## src/design/srts_pkg.sv

```systemverilog
// Shared constants, status codes and controller/datapath interface types
// for the shortest-remaining-time scheduler. No dependencies.
package srts_pkg;

    // Table depth and the widths that follow from it.
    localparam int MAX_PROCS = 16;
    localparam int IDX_W     = (MAX_PROCS > 1) ? $clog2(MAX_PROCS) : 1;
    localparam int CNT_W     = $clog2(MAX_PROCS + 1);

    // Fixed field widths of the item channels.
    localparam int IN_T_W  = 16;
    localparam int TIME_W  = 32;
    localparam int SUM_W   = 40;
    localparam int PID_W   = 4;
    localparam int DONE_W  = 5;
    localparam int STAT_W  = 3;

    // Result status codes.
    localparam logic [STAT_W-1:0] ST_LOADED   = 3'd0;
    localparam logic [STAT_W-1:0] ST_REFUSED  = 3'd1;
    localparam logic [STAT_W-1:0] ST_RAN      = 3'd2;
    localparam logic [STAT_W-1:0] ST_IDLE     = 3'd3;
    localparam logic [STAT_W-1:0] ST_ALL_DONE = 3'd4;

    // Commands from controller to datapath.
    typedef struct packed {
        logic load;       // write a new process into the tables
        logic refuse;     // report a refused load
        logic all_done;   // report an all-done tick
        logic scan_clr;   // start a selection scan
        logic scan_step;  // read the next table entry
        logic eval;       // run the chosen process, advance time
        logic wt;         // form waiting time
        logic acc;        // add to the running totals
        logic out_load;   // copy the result into the output register
    } t_cmd;

    // Status from datapath to controller.
    typedef struct packed {
        logic full;       // table holds MAX_PROCS processes
        logic bst_zero;   // offered burst is zero
        logic all_done;   // every loaded process has completed
        logic scan_last;  // entry being read is the last loaded one
    } t_sts;

endpackage

```

## src/design/srts_ctrl.sv

```systemverilog
// Controller state machine of the shortest-remaining-time scheduler.
// Depends on srts_pkg for the command and status types.
module srts_ctrl (
    input  logic           i_clk,
    input  logic           i_rst_n,
    input  logic           i_in_valid,
    input  logic           i_mode,
    input  logic           i_out_stall,
    input  srts_pkg::t_sts i_sts,
    output srts_pkg::t_cmd o_cmd,
    output logic           o_in_stall,
    output logic           o_out_valid
);
    import srts_pkg::*;

    typedef enum logic [2:0] {
        S_IDLE,
        S_SCAN,
        S_DRAIN,
        S_EVAL,
        S_WT,
        S_ACC,
        S_DONE
    } t_state;

    t_state r_state;
    t_state n_state;
    logic   r_out_vld;
    logic   n_out_vld;
    logic   w_accept;
    logic   w_out_free;

    assign w_accept   = i_in_valid && (r_state == S_IDLE);
    assign w_out_free = !r_out_vld || !i_out_stall;

    always_comb begin
        o_cmd     = '0;
        n_state   = r_state;
        n_out_vld = r_out_vld && i_out_stall;
        case (r_state)
            S_IDLE: begin
                if (w_accept) begin
                    if (!i_mode) begin
                        if (i_sts.full || i_sts.bst_zero) begin
                            o_cmd.refuse = 1'b1;
                        end else begin
                            o_cmd.load = 1'b1;
                        end
                        n_state = S_DONE;
                    end else if (i_sts.all_done) begin
                        o_cmd.all_done = 1'b1;
                        n_state        = S_DONE;
                    end else begin
                        o_cmd.scan_clr = 1'b1;
                        n_state        = S_SCAN;
                    end
                end
            end
            S_SCAN: begin
                o_cmd.scan_step = 1'b1;
                if (i_sts.scan_last) begin
                    n_state = S_DRAIN;
                end
            end
            S_DRAIN: begin
                n_state = S_EVAL;
            end
            S_EVAL: begin
                o_cmd.eval = 1'b1;
                n_state    = S_WT;
            end
            S_WT: begin
                o_cmd.wt = 1'b1;
                n_state  = S_ACC;
            end
            S_ACC: begin
                o_cmd.acc = 1'b1;
                n_state   = S_DONE;
            end
            S_DONE: begin
                if (w_out_free) begin
                    o_cmd.out_load = 1'b1;
                    n_out_vld      = 1'b1;
                    n_state        = S_IDLE;
                end
            end
            default: begin
                n_state = S_IDLE;
            end
        endcase
    end

    always_ff @(posedge i_clk) begin
        if (!i_rst_n) begin
            r_state   <= S_IDLE;
            r_out_vld <= 1'b0;
        end else begin
            r_state   <= n_state;
            r_out_vld <= n_out_vld;
        end
    end

    assign o_in_stall  = (r_state != S_IDLE);
    assign o_out_valid = r_out_vld;

endmodule

```

## src/design/srts_dp.sv

```systemverilog
// Datapath of the shortest-remaining-time scheduler: process tables,
// selection scan, time and totals, result and output registers. Uses srts_pkg.
module srts_dp (
    input  logic                           i_clk,
    input  logic                           i_rst_n,
    input  srts_pkg::t_cmd                 i_cmd,
    input  logic [srts_pkg::IN_T_W-1:0]    i_arrival_time,
    input  logic [srts_pkg::IN_T_W-1:0]    i_burst_time,
    output srts_pkg::t_sts                 o_sts,
    output logic [srts_pkg::STAT_W-1:0]    o_status,
    output logic [srts_pkg::PID_W-1:0]     o_process_id,
    output logic [srts_pkg::TIME_W-1:0]    o_time_now,
    output logic                           o_finished,
    output logic [srts_pkg::TIME_W-1:0]    o_completion_time,
    output logic [srts_pkg::TIME_W-1:0]    o_turnaround,
    output logic [srts_pkg::TIME_W-1:0]    o_waiting,
    output logic [srts_pkg::DONE_W-1:0]    o_done_count,
    output logic [srts_pkg::SUM_W-1:0]     o_total_turnaround,
    output logic [srts_pkg::SUM_W-1:0]     o_total_waiting
);
    import srts_pkg::*;

    // Process tables, one write and one read port each.
    logic [IN_T_W-1:0] r_arr_mem [MAX_PROCS];
    logic [IN_T_W-1:0] r_bst_mem [MAX_PROCS];
    logic [IN_T_W-1:0] r_rem_mem [MAX_PROCS];

    logic [CNT_W-1:0]  r_lc;
    logic [CNT_W-1:0]  r_cc;
    logic [TIME_W-1:0] r_time;
    logic [SUM_W-1:0]  r_tsum;
    logic [SUM_W-1:0]  r_wsum;

    // Scan state.
    logic [IDX_W-1:0]  r_idx;
    logic [IDX_W-1:0]  r_rd_idx;
    logic              r_rd_vld;
    logic [IN_T_W-1:0] r_rd_arr;
    logic [IN_T_W-1:0] r_rd_bst;
    logic [IN_T_W-1:0] r_rd_rem;
    logic              r_found;
    logic [IDX_W-1:0]  r_best_idx;
    logic [IN_T_W-1:0] r_best_arr;
    logic [IN_T_W-1:0] r_best_bst;
    logic [IN_T_W-1:0] r_best_rem;

    // Result being built.
    logic [STAT_W-1:0] r_res_status;
    logic [PID_W-1:0]  r_res_pid;
    logic              r_res_fin;
    logic [TIME_W-1:0] r_res_ct;
    logic [TIME_W-1:0] r_res_tat;
    logic [TIME_W-1:0] r_res_wt;

    // Output register.
    logic [STAT_W-1:0] r_o_status;
    logic [PID_W-1:0]  r_o_pid;
    logic [TIME_W-1:0] r_o_time;
    logic              r_o_fin;
    logic [TIME_W-1:0] r_o_ct;
    logic [TIME_W-1:0] r_o_tat;
    logic [TIME_W-1:0] r_o_wt;
    logic [CNT_W-1:0]  r_o_done;
    logic [SUM_W-1:0]  r_o_tsum;
    logic [SUM_W-1:0]  r_o_wsum;

    logic              w_cand;
    logic              w_better;
    logic [TIME_W-1:0] w_time_inc;
    logic [TIME_W-1:0] w_bst_ext;
    logic [SUM_W:0]    w_tsum_add;
    logic [SUM_W:0]    w_wsum_add;
    logic [IN_T_W-1:0] w_rem_dec;

    assign o_sts.full      = (r_lc == CNT_W'(MAX_PROCS));
    assign o_sts.bst_zero  = (i_burst_time == '0);
    assign o_sts.all_done  = (r_cc >= r_lc);
    assign o_sts.scan_last = (CNT_W'(r_idx) == (r_lc - CNT_W'(1)));

    assign w_cand   = r_rd_vld && (TIME_W'(r_rd_arr) <= r_time) && (r_rd_rem != '0);
    assign w_better = !r_found || (r_rd_rem < r_best_rem) ||
                      ((r_rd_rem == r_best_rem) && (r_rd_arr < r_best_arr));

    assign w_time_inc = (r_time == '1) ? r_time : (r_time + TIME_W'(1));
    assign w_rem_dec  = r_best_rem - IN_T_W'(1);
    assign w_bst_ext  = TIME_W'(r_best_bst);
    assign w_tsum_add = {1'b0, r_tsum} + (SUM_W + 1)'(r_res_tat);
    assign w_wsum_add = {1'b0, r_wsum} + (SUM_W + 1)'(r_res_wt);

    // Table memories.
    always_ff @(posedge i_clk) begin
        if (i_cmd.load) begin
            r_arr_mem[r_lc[IDX_W-1:0]] <= i_arrival_time;
            r_bst_mem[r_lc[IDX_W-1:0]] <= i_burst_time;
            r_rem_mem[r_lc[IDX_W-1:0]] <= i_burst_time;
        end else if (i_cmd.eval && r_found) begin
            r_rem_mem[r_best_idx] <= w_rem_dec;
        end
        r_rd_arr <= r_arr_mem[r_idx];
        r_rd_bst <= r_bst_mem[r_idx];
        r_rd_rem <= r_rem_mem[r_idx];
    end

    // Control state: counts, time, totals, scan flags.
    always_ff @(posedge i_clk) begin
        if (!i_rst_n) begin
            r_lc     <= '0;
            r_cc     <= '0;
            r_time   <= '0;
            r_tsum   <= '0;
            r_wsum   <= '0;
            r_idx    <= '0;
            r_rd_vld <= 1'b0;
            r_found  <= 1'b0;
        end else begin
            r_rd_vld <= i_cmd.scan_step;
            if (i_cmd.load) begin
                r_lc <= r_lc + CNT_W'(1);
            end
            if (i_cmd.scan_clr) begin
                r_idx   <= '0;
                r_found <= 1'b0;
            end else if (i_cmd.scan_step) begin
                r_idx <= r_idx + IDX_W'(1);
            end
            if (w_cand) begin
                r_found <= 1'b1;
            end
            if (i_cmd.eval) begin
                r_time <= w_time_inc;
                if (r_found && (r_best_rem == IN_T_W'(1))) begin
                    r_cc <= r_cc + CNT_W'(1);
                end
            end
            if (i_cmd.acc && r_res_fin) begin
                r_tsum <= w_tsum_add[SUM_W] ? '1 : w_tsum_add[SUM_W-1:0];
                r_wsum <= w_wsum_add[SUM_W] ? '1 : w_wsum_add[SUM_W-1:0];
            end
        end
    end

    // Payload: read tracking, best candidate, result, output register.
    always_ff @(posedge i_clk) begin
        r_rd_idx <= r_idx;
        if (w_cand && w_better) begin
            r_best_idx <= r_rd_idx;
            r_best_arr <= r_rd_arr;
            r_best_bst <= r_rd_bst;
            r_best_rem <= r_rd_rem;
        end
        if (i_cmd.load) begin
            r_res_status <= ST_LOADED;
            r_res_pid    <= PID_W'(r_lc);
            r_res_fin    <= 1'b0;
            r_res_ct     <= '0;
            r_res_tat    <= '0;
            r_res_wt     <= '0;
        end else if (i_cmd.refuse || i_cmd.all_done) begin
            r_res_status <= i_cmd.refuse ? ST_REFUSED : ST_ALL_DONE;
            r_res_pid    <= '0;
            r_res_fin    <= 1'b0;
            r_res_ct     <= '0;
            r_res_tat    <= '0;
            r_res_wt     <= '0;
        end else if (i_cmd.eval) begin
            r_res_wt <= '0;
            if (r_found) begin
                r_res_status <= ST_RAN;
                r_res_pid    <= PID_W'(r_best_idx);
                if (r_best_rem == IN_T_W'(1)) begin
                    r_res_fin <= 1'b1;
                    r_res_ct  <= w_time_inc;
                    r_res_tat <= w_time_inc - TIME_W'(r_best_arr);
                end else begin
                    r_res_fin <= 1'b0;
                    r_res_ct  <= '0;
                    r_res_tat <= '0;
                end
            end else begin
                r_res_status <= ST_IDLE;
                r_res_pid    <= '0;
                r_res_fin    <= 1'b0;
                r_res_ct     <= '0;
                r_res_tat    <= '0;
            end
        end else if (i_cmd.wt && r_res_fin) begin
            r_res_wt <= (r_res_tat >= w_bst_ext) ? (r_res_tat - w_bst_ext) : '0;
        end
        if (i_cmd.out_load) begin
            r_o_status <= r_res_status;
            r_o_pid    <= r_res_pid;
            r_o_time   <= r_time;
            r_o_fin    <= r_res_fin;
            r_o_ct     <= r_res_ct;
            r_o_tat    <= r_res_tat;
            r_o_wt     <= r_res_wt;
            r_o_done   <= r_cc;
            r_o_tsum   <= r_tsum;
            r_o_wsum   <= r_wsum;
        end
    end

    assign o_status           = r_o_status;
    assign o_process_id       = r_o_pid;
    assign o_time_now         = r_o_time;
    assign o_finished         = r_o_fin;
    assign o_completion_time  = r_o_ct;
    assign o_turnaround       = r_o_tat;
    assign o_waiting          = r_o_wt;
    assign o_done_count       = DONE_W'(r_o_done);
    assign o_total_turnaround = r_o_tsum;
    assign o_total_waiting    = r_o_wsum;

endmodule

```

## src/design/shortest_remaining_time_scheduler_unit.sv

```systemverilog
// Top level of the shortest-remaining-time scheduler.
// Joins srts_ctrl and srts_dp; uses srts_pkg for widths and types.
//
// Input channel (i_in_valid / o_in_stall): one item either loads a process
// (i_mode = 0, arrival and burst given) or is a tick (i_mode = 1) that
// advances time by one unless every loaded process is done. Output channel
// (o_out_valid / i_out_stall): exactly one result item per input item, in order.
// A load is written into the result register when it is accepted and is
// then handed over. A tick first runs the selection scan, which reads one
// table entry per cycle through the single read port of the process tables;
// a drain state then lets the last read land, the evaluate, waiting-time and
// totals steps follow in turn, and a final state hands the result over. An
// all-done tick or a refused load is handed over as a load is.
// One item is in work at a time; o_in_stall is high while it is.
// Results wait in an output register: the next item is accepted while a result
// waits, and the block holds its finished next result until the register
// frees. A stall on the output therefore backs up into o_in_stall after one item.
// Reset (i_rst_n low, synchronous) empties the table, zeroes time, counts and
// totals, and drops any pending result.
module shortest_remaining_time_scheduler_unit (
    input  logic                           i_clk,
    input  logic                           i_rst_n,
    input  logic                           i_in_valid,
    output logic                           o_in_stall,
    input  logic                           i_mode,
    input  logic [srts_pkg::IN_T_W-1:0]    i_arrival_time,
    input  logic [srts_pkg::IN_T_W-1:0]    i_burst_time,
    output logic                           o_out_valid,
    input  logic                           i_out_stall,
    output logic [srts_pkg::STAT_W-1:0]    o_status,
    output logic [srts_pkg::PID_W-1:0]     o_process_id,
    output logic [srts_pkg::TIME_W-1:0]    o_time_now,
    output logic                           o_finished,
    output logic [srts_pkg::TIME_W-1:0]    o_completion_time,
    output logic [srts_pkg::TIME_W-1:0]    o_turnaround,
    output logic [srts_pkg::TIME_W-1:0]    o_waiting,
    output logic [srts_pkg::DONE_W-1:0]    o_done_count,
    output logic [srts_pkg::SUM_W-1:0]     o_total_turnaround,
    output logic [srts_pkg::SUM_W-1:0]     o_total_waiting
);
    import srts_pkg::*;

    // Command and status between sequencer and datapath.
    t_cmd w_cmd;
    t_sts w_sts;

    // Sequence each item: decide load, refuse or tick, step the scan, and
    // hand the result to the output register when it is free.
    srts_ctrl u_ctrl (
        .i_clk       (i_clk),
        .i_rst_n     (i_rst_n),
        .i_in_valid  (i_in_valid),
        .i_mode      (i_mode),
        .i_out_stall (i_out_stall),
        .i_sts       (w_sts),
        .o_cmd       (w_cmd),
        .o_in_stall  (o_in_stall),
        .o_out_valid (o_out_valid)
    );

    // Hold the tables, scan for the least remaining time, advance time and
    // keep the saturating totals.
    srts_dp u_dp (
        .i_clk              (i_clk),
        .i_rst_n            (i_rst_n),
        .i_cmd              (w_cmd),
        .i_arrival_time     (i_arrival_time),
        .i_burst_time       (i_burst_time),
        .o_sts              (w_sts),
        .o_status           (o_status),
        .o_process_id       (o_process_id),
        .o_time_now         (o_time_now),
        .o_finished         (o_finished),
        .o_completion_time  (o_completion_time),
        .o_turnaround       (o_turnaround),
        .o_waiting          (o_waiting),
        .o_done_count       (o_done_count),
        .o_total_turnaround (o_total_turnaround),
        .o_total_waiting    (o_total_waiting)
    );

endmodule
```

## config.mk

```make
export PLATFORM = sky130hd
export DESIGN_NAME = shortest_remaining_time_scheduler_unit
export DESIGN_NICKNAME = d
export VERILOG_FILES = /design/src/design/srts_pkg.sv /design/src/design/srts_ctrl.sv /design/src/design/srts_dp.sv /design/src/design/shortest_remaining_time_scheduler_unit.sv
export SDC_FILE = /design/constraint.sdc
export NUM_CORES = 2
export LEC_CHECK = 0
export BUFFER_PORTS_ARGS = -buffer_cell sky130_fd_sc_hd__buf_2
export CELL_PAD_IN_SITES_DETAIL_PLACEMENT = 1
export CELL_PAD_IN_SITES_GLOBAL_PLACEMENT = 1
export CORE_ASPECT_RATIO = 0.75
export CORE_MARGIN = 4
export CORE_UTILIZATION = 40
export CTS_BUF_LIST = sky130_fd_sc_hd__clkbuf_4 sky130_fd_sc_hd__clkbuf_8
export CTS_CLUSTER_SIZE = 20
export DETAILED_ROUTE_END_ITERATION = 8
export PLACE_DENSITY_LB_ADDON = 0.1
export SYNTH_ARGS = -nofsm -noshare
export SYNTH_HDL_FRONTEND = slang
export SYNTH_HIERARCHICAL = 1
export SYNTH_SLANG_ARGS = --single-unit
export TNS_END_PERCENT = 100
```

## constraint.sdc

```tcl
create_clock -name i_clk -period 19.3 [get_ports i_clk]
set_clock_uncertainty 0.2 [all_clocks]
set_input_delay 2.895 -clock i_clk [delete_from_list [all_inputs] [get_ports i_clk]]
set_output_delay 2.895 -clock i_clk [all_outputs]
set_load 0.1 [all_outputs]
```

==> results.json <==
{
  "combinationalPowerShare": 0.160,
  "postRouteAntennaNets": 0,
  "yosysSeqAreaShare": 0.674,
  "swShare": 0.291,
  "layout_setup_ws_ps": 13290,
  "post_cts.repair.setup_buffers": 0,
  "postSynthCellCount": 3546,
  "rsz0062_at_grt": "false",
  "ir_drop_mv": 0.0663,
  "met3_usage": 0.0433,
  "grt_use_met2": 0.315,
  "relSlewSlack": 0.215,
  "synthFlopType": "edfxtp_1",
  "detail_route.wl_per_cell_um": 26.4,
  "gp_congestion": 0.817,
  "yosysUniqueCellTypes": 96,
  "rr_worst_depth": 16,
  "synth_fp_nets": 3746,
  "drtIter0Drc": 2573,
  "port_buffers": 259,
  "die_y_um": 329,
  "min_to": "u_dp/r_best_idx[2]",
  "drive_gt1_frac": 0.241,
  "cp_top_family": "buffers and inverters",
  "grt_remaining_overflow": 0,
  "clk_path_buf_depth": 3,
  "leakage_nw": 21.9,
  "cts_sinks": 1329,
  "crit_chain": "buf_2 > nor4_1 > and4_1 > nor4_4 > nor4_2 > buf_4 > clkinv_1 > a21oi_1 > buf_4 > nand2_1 > o21ai_0",
  "placed_area_mm2": 0.0585,
  "reg2reg_setup_slack_ps": 13310,
  "status": "complete, no violations",
  "area_growth_pct": 14.3,
  "dieArea_mm2": 0.144,
  "whs_ps": 204,
  "htreeDepth": 4,
  "holdBufCountCts": 0,
  "hold_class": "reg2reg",
  "synth_warnings": 6,
  "grt_max_degree": 71,
  "first_pass_iters": 6,
  "dp_slack_ps": 12320,
  "cts_tree": "done",
  "critPathMaxStageDelay_ps": 800,
  "utilization": 0.462,
  "fin_crit_ps": 6010,
  "rows": 117,
  "r2r_end": "u_dp/r_res_tat[22]",
  "min-delay-start": "u_dp/r_rd_idx[2]",
  "vias_per_cell": 5.51,
  "cp_common_cell": "buf_4",
  "cts_buffers": 204,
  "drt_wl_total_um": 156000,
  "setup_viol": 0,
  "worst_pin_slew_ps": 1180,
  "final_common_cell": "edfxtp_1",
  "postLayoutCellArea_mm2": 0.0629,
  "cap_violations": 0,
  "grt_use_met1": 0.328,
  "seqPwrFrac": 0.485,
  "critPathMaxFanout": 65,
  "drc": 0,
  "grt_antenna_before_repair": 17,
  "final_cells": 5893,
  "internal_power_mw": 4.90,
  "top_usage_layer": "met1",
  "via_count": 32500,
  "clk_pin_slew_ps": 60,
  "fillers": 13400,
  "crit_arrival_ps": 6640,
  "netlist_area_mm2": 0.0550,
  "p_sw_mw": 2.01,
  "cts_root_buf": "clkbuf_8",
  "io_pins": 260,
  "worstSetupPathType": "in2reg",
  "fp.coreArea_mm2": 0.136,
  "crit_path_top_delay_cell": "clkinv_1",
  "synth_edf_count": 1045,
  "crit_path_end_kind": "flip-flop",
  "cp.required_ps": 19930,
  "whs_path_depth": 0,
  "power_density_mw_per_mm2": 110,
  "total_power_mw": 6.90,
  "grt_usage": 0.215,
  "critical_path_buf_inv_count": 4,
  "final_cell_mix": "edfxtp_1 (1,045), dfxtp_1 (280), buf_2 (259)",
  "place_inst": 5507,
  "initial_core_util": 0.404,
  "syn_avg_cell_area_um2": 15.5,
  "r2r_start": "u_dp/r_time[28]",
  "pwr-share-clk": 0.355,
  "die_x_um": 436,
  "max_freq_ghz": 0.166,
  "grt_pass1_wl_um": 229000,
  "post_cts_resized": 0,
  "hold_viol": 0,
  "clk_latency_ps": 950,
  "nets": 4128,
  "slew_violations": 0,
  "grt_pass1_vias": 32800,
  "fin_crit_sh": 0.311,
  "yosys_register_bits": 1329,
  "post-dp-hpwl_um": 104000,
  "fin_tns_setup_ps": 0,
  "async_flop_share": 0,
  "cp-start-kind": "input port"
}
-- flip-flops by register name, indices dropped and copies added, names as in the netlist, 32 cells and up --
register                 flops
u_dp/r_arr_mem             256
u_dp/r_bst_mem             256
u_dp/r_rem_mem             256
u_dp/o_total_turnaround     40
u_dp/o_total_waiting        40
u_dp/r_tsum                 40
u_dp/r_wsum                 40
u_dp/o_completion_time      32
u_dp/o_time_now             32
u_dp/o_turnaround           32
u_dp/o_waiting              32
u_dp/r_res_ct               32
u_dp/r_res_tat              32
u_dp/r_res_wt               32
u_dp/r_time                 32
-- cells by family after synthesis --
group,after synthesis,synth area share
adders and majority gates,163,0.0376
xor gates and xnor gates,188,0.0301
DFF,1329,0.674
and+or+nand+nor,718,0.0668
muxes,246,0.0995
AOI/OAI and AO/OA,647,0.0738
buffers and inverters,255,0.0181
-- worst register-to-register path: stages (launching register included) --
cell,delay [ps]
dfxtp_1,530
nand4_1,300
nor2_2,520
nand4_1,490
xnor2_1,600
ha_1,250
inv_1,60
fa_1,430
a21o_1,220
a221o_1,320
o41ai_2,430
o21ai_1,190
o31ai_2,600
and3_1,340
nand2_1,90
xnor2_1,200
o21ai_0,90
-- synthesized netlist by cell type (6+ instances only) --
library cell,n,area (um^2)
edfxtp_1,1045,31400
dfxtp_1,284,5690
mux4_2,240,5410
nand2_1,202,758
o21ai_0,198,991
nor2_1,163,612
ha_1,159,1990
a21oi_1,158,791
xnor2_1,116,1020
clkbuf_1,108,405
inv_1,105,394
xor2_1,71,622
nand3_1,50,250
a31oi_1,48,300
a21o_1,47,353
nand4_1,45,282
nor3_1,43,215
and3_1,35,219
nor4_1,26,163
nor2b_1,24,150
nand2b_1,22,138
a22o_1,20,175
and2_1,19,119
buf_1,19,71.3
o211ai_1,18,135
or3_1,18,113
o21a_1,17,128
a211oi_1,16,120
o21ai_1,16,80.1
and4_1,15,131
buf_2,15,75.1
o21bai_1,14,105
a22oi_1,13,97.6
nor3b_1,10,75.1
o31ai_1,7,52.6
a311oi_1,6,52.6
or2_2,6,37.5
-- worst max path at each step --
stage / from / end / slack (ps) / cells past startpoint
finish: i_burst_time[14] / u_dp/r_res_wt[16] / 13290 / 11
CTS: u_dp/r_time[28] / u_dp/r_res_tat[22] / 13330 / 16
floorplan: i_out_stall / u_dp/o_completion_time[0] / 4970 / 1
global route: u_dp/r_time[27] / u_dp/r_res_tat[22] / 12920 / 16
global placement: i_burst_time[14] / u_dp/r_res_wt[29] / 12320 / 11
detailed placement: i_burst_time[14] / u_dp/r_res_wt[16] / 12320 / 11
-- per-layer routing --
metal | part of all wire | up-vias
met1 | 0.49 | 16800
met2 | 0.44 | 856
met4 | 0.021 | 2
met5 | 0.000083 | -
li1 | - | 14600
met3 | 0.055 | 190
-- power groups by stage --
stage / Combinational (mW) / Sequential, mW / Clock [mW]
final: 1.10 / 3.35 / 2.45
after global routing: 1.18 / 3.36 / 2.67
after floorplan: 0.569 / 3.66 / 0
after detailed placement: 1.12 / 3.41 / 0
after global placement: 1.11 / 3.41 / 0
after CTS: 1.12 / 3.35 / 2.54
-- final cells by class --
type	count	area (um^2)	area share
diodes	7	17.5	0.000279
inverters	108	405	0.00645
clock buffers	284	3520	0.0560
clock inverters	95	781	0.0124
multi-input cells	1962	17000	0.271
flip-flops and latches	1329	37100	0.590
well taps	1785	2230	0.0355
repair buffers	323	1780	0.0283
(Power assumes the default switching activity.)
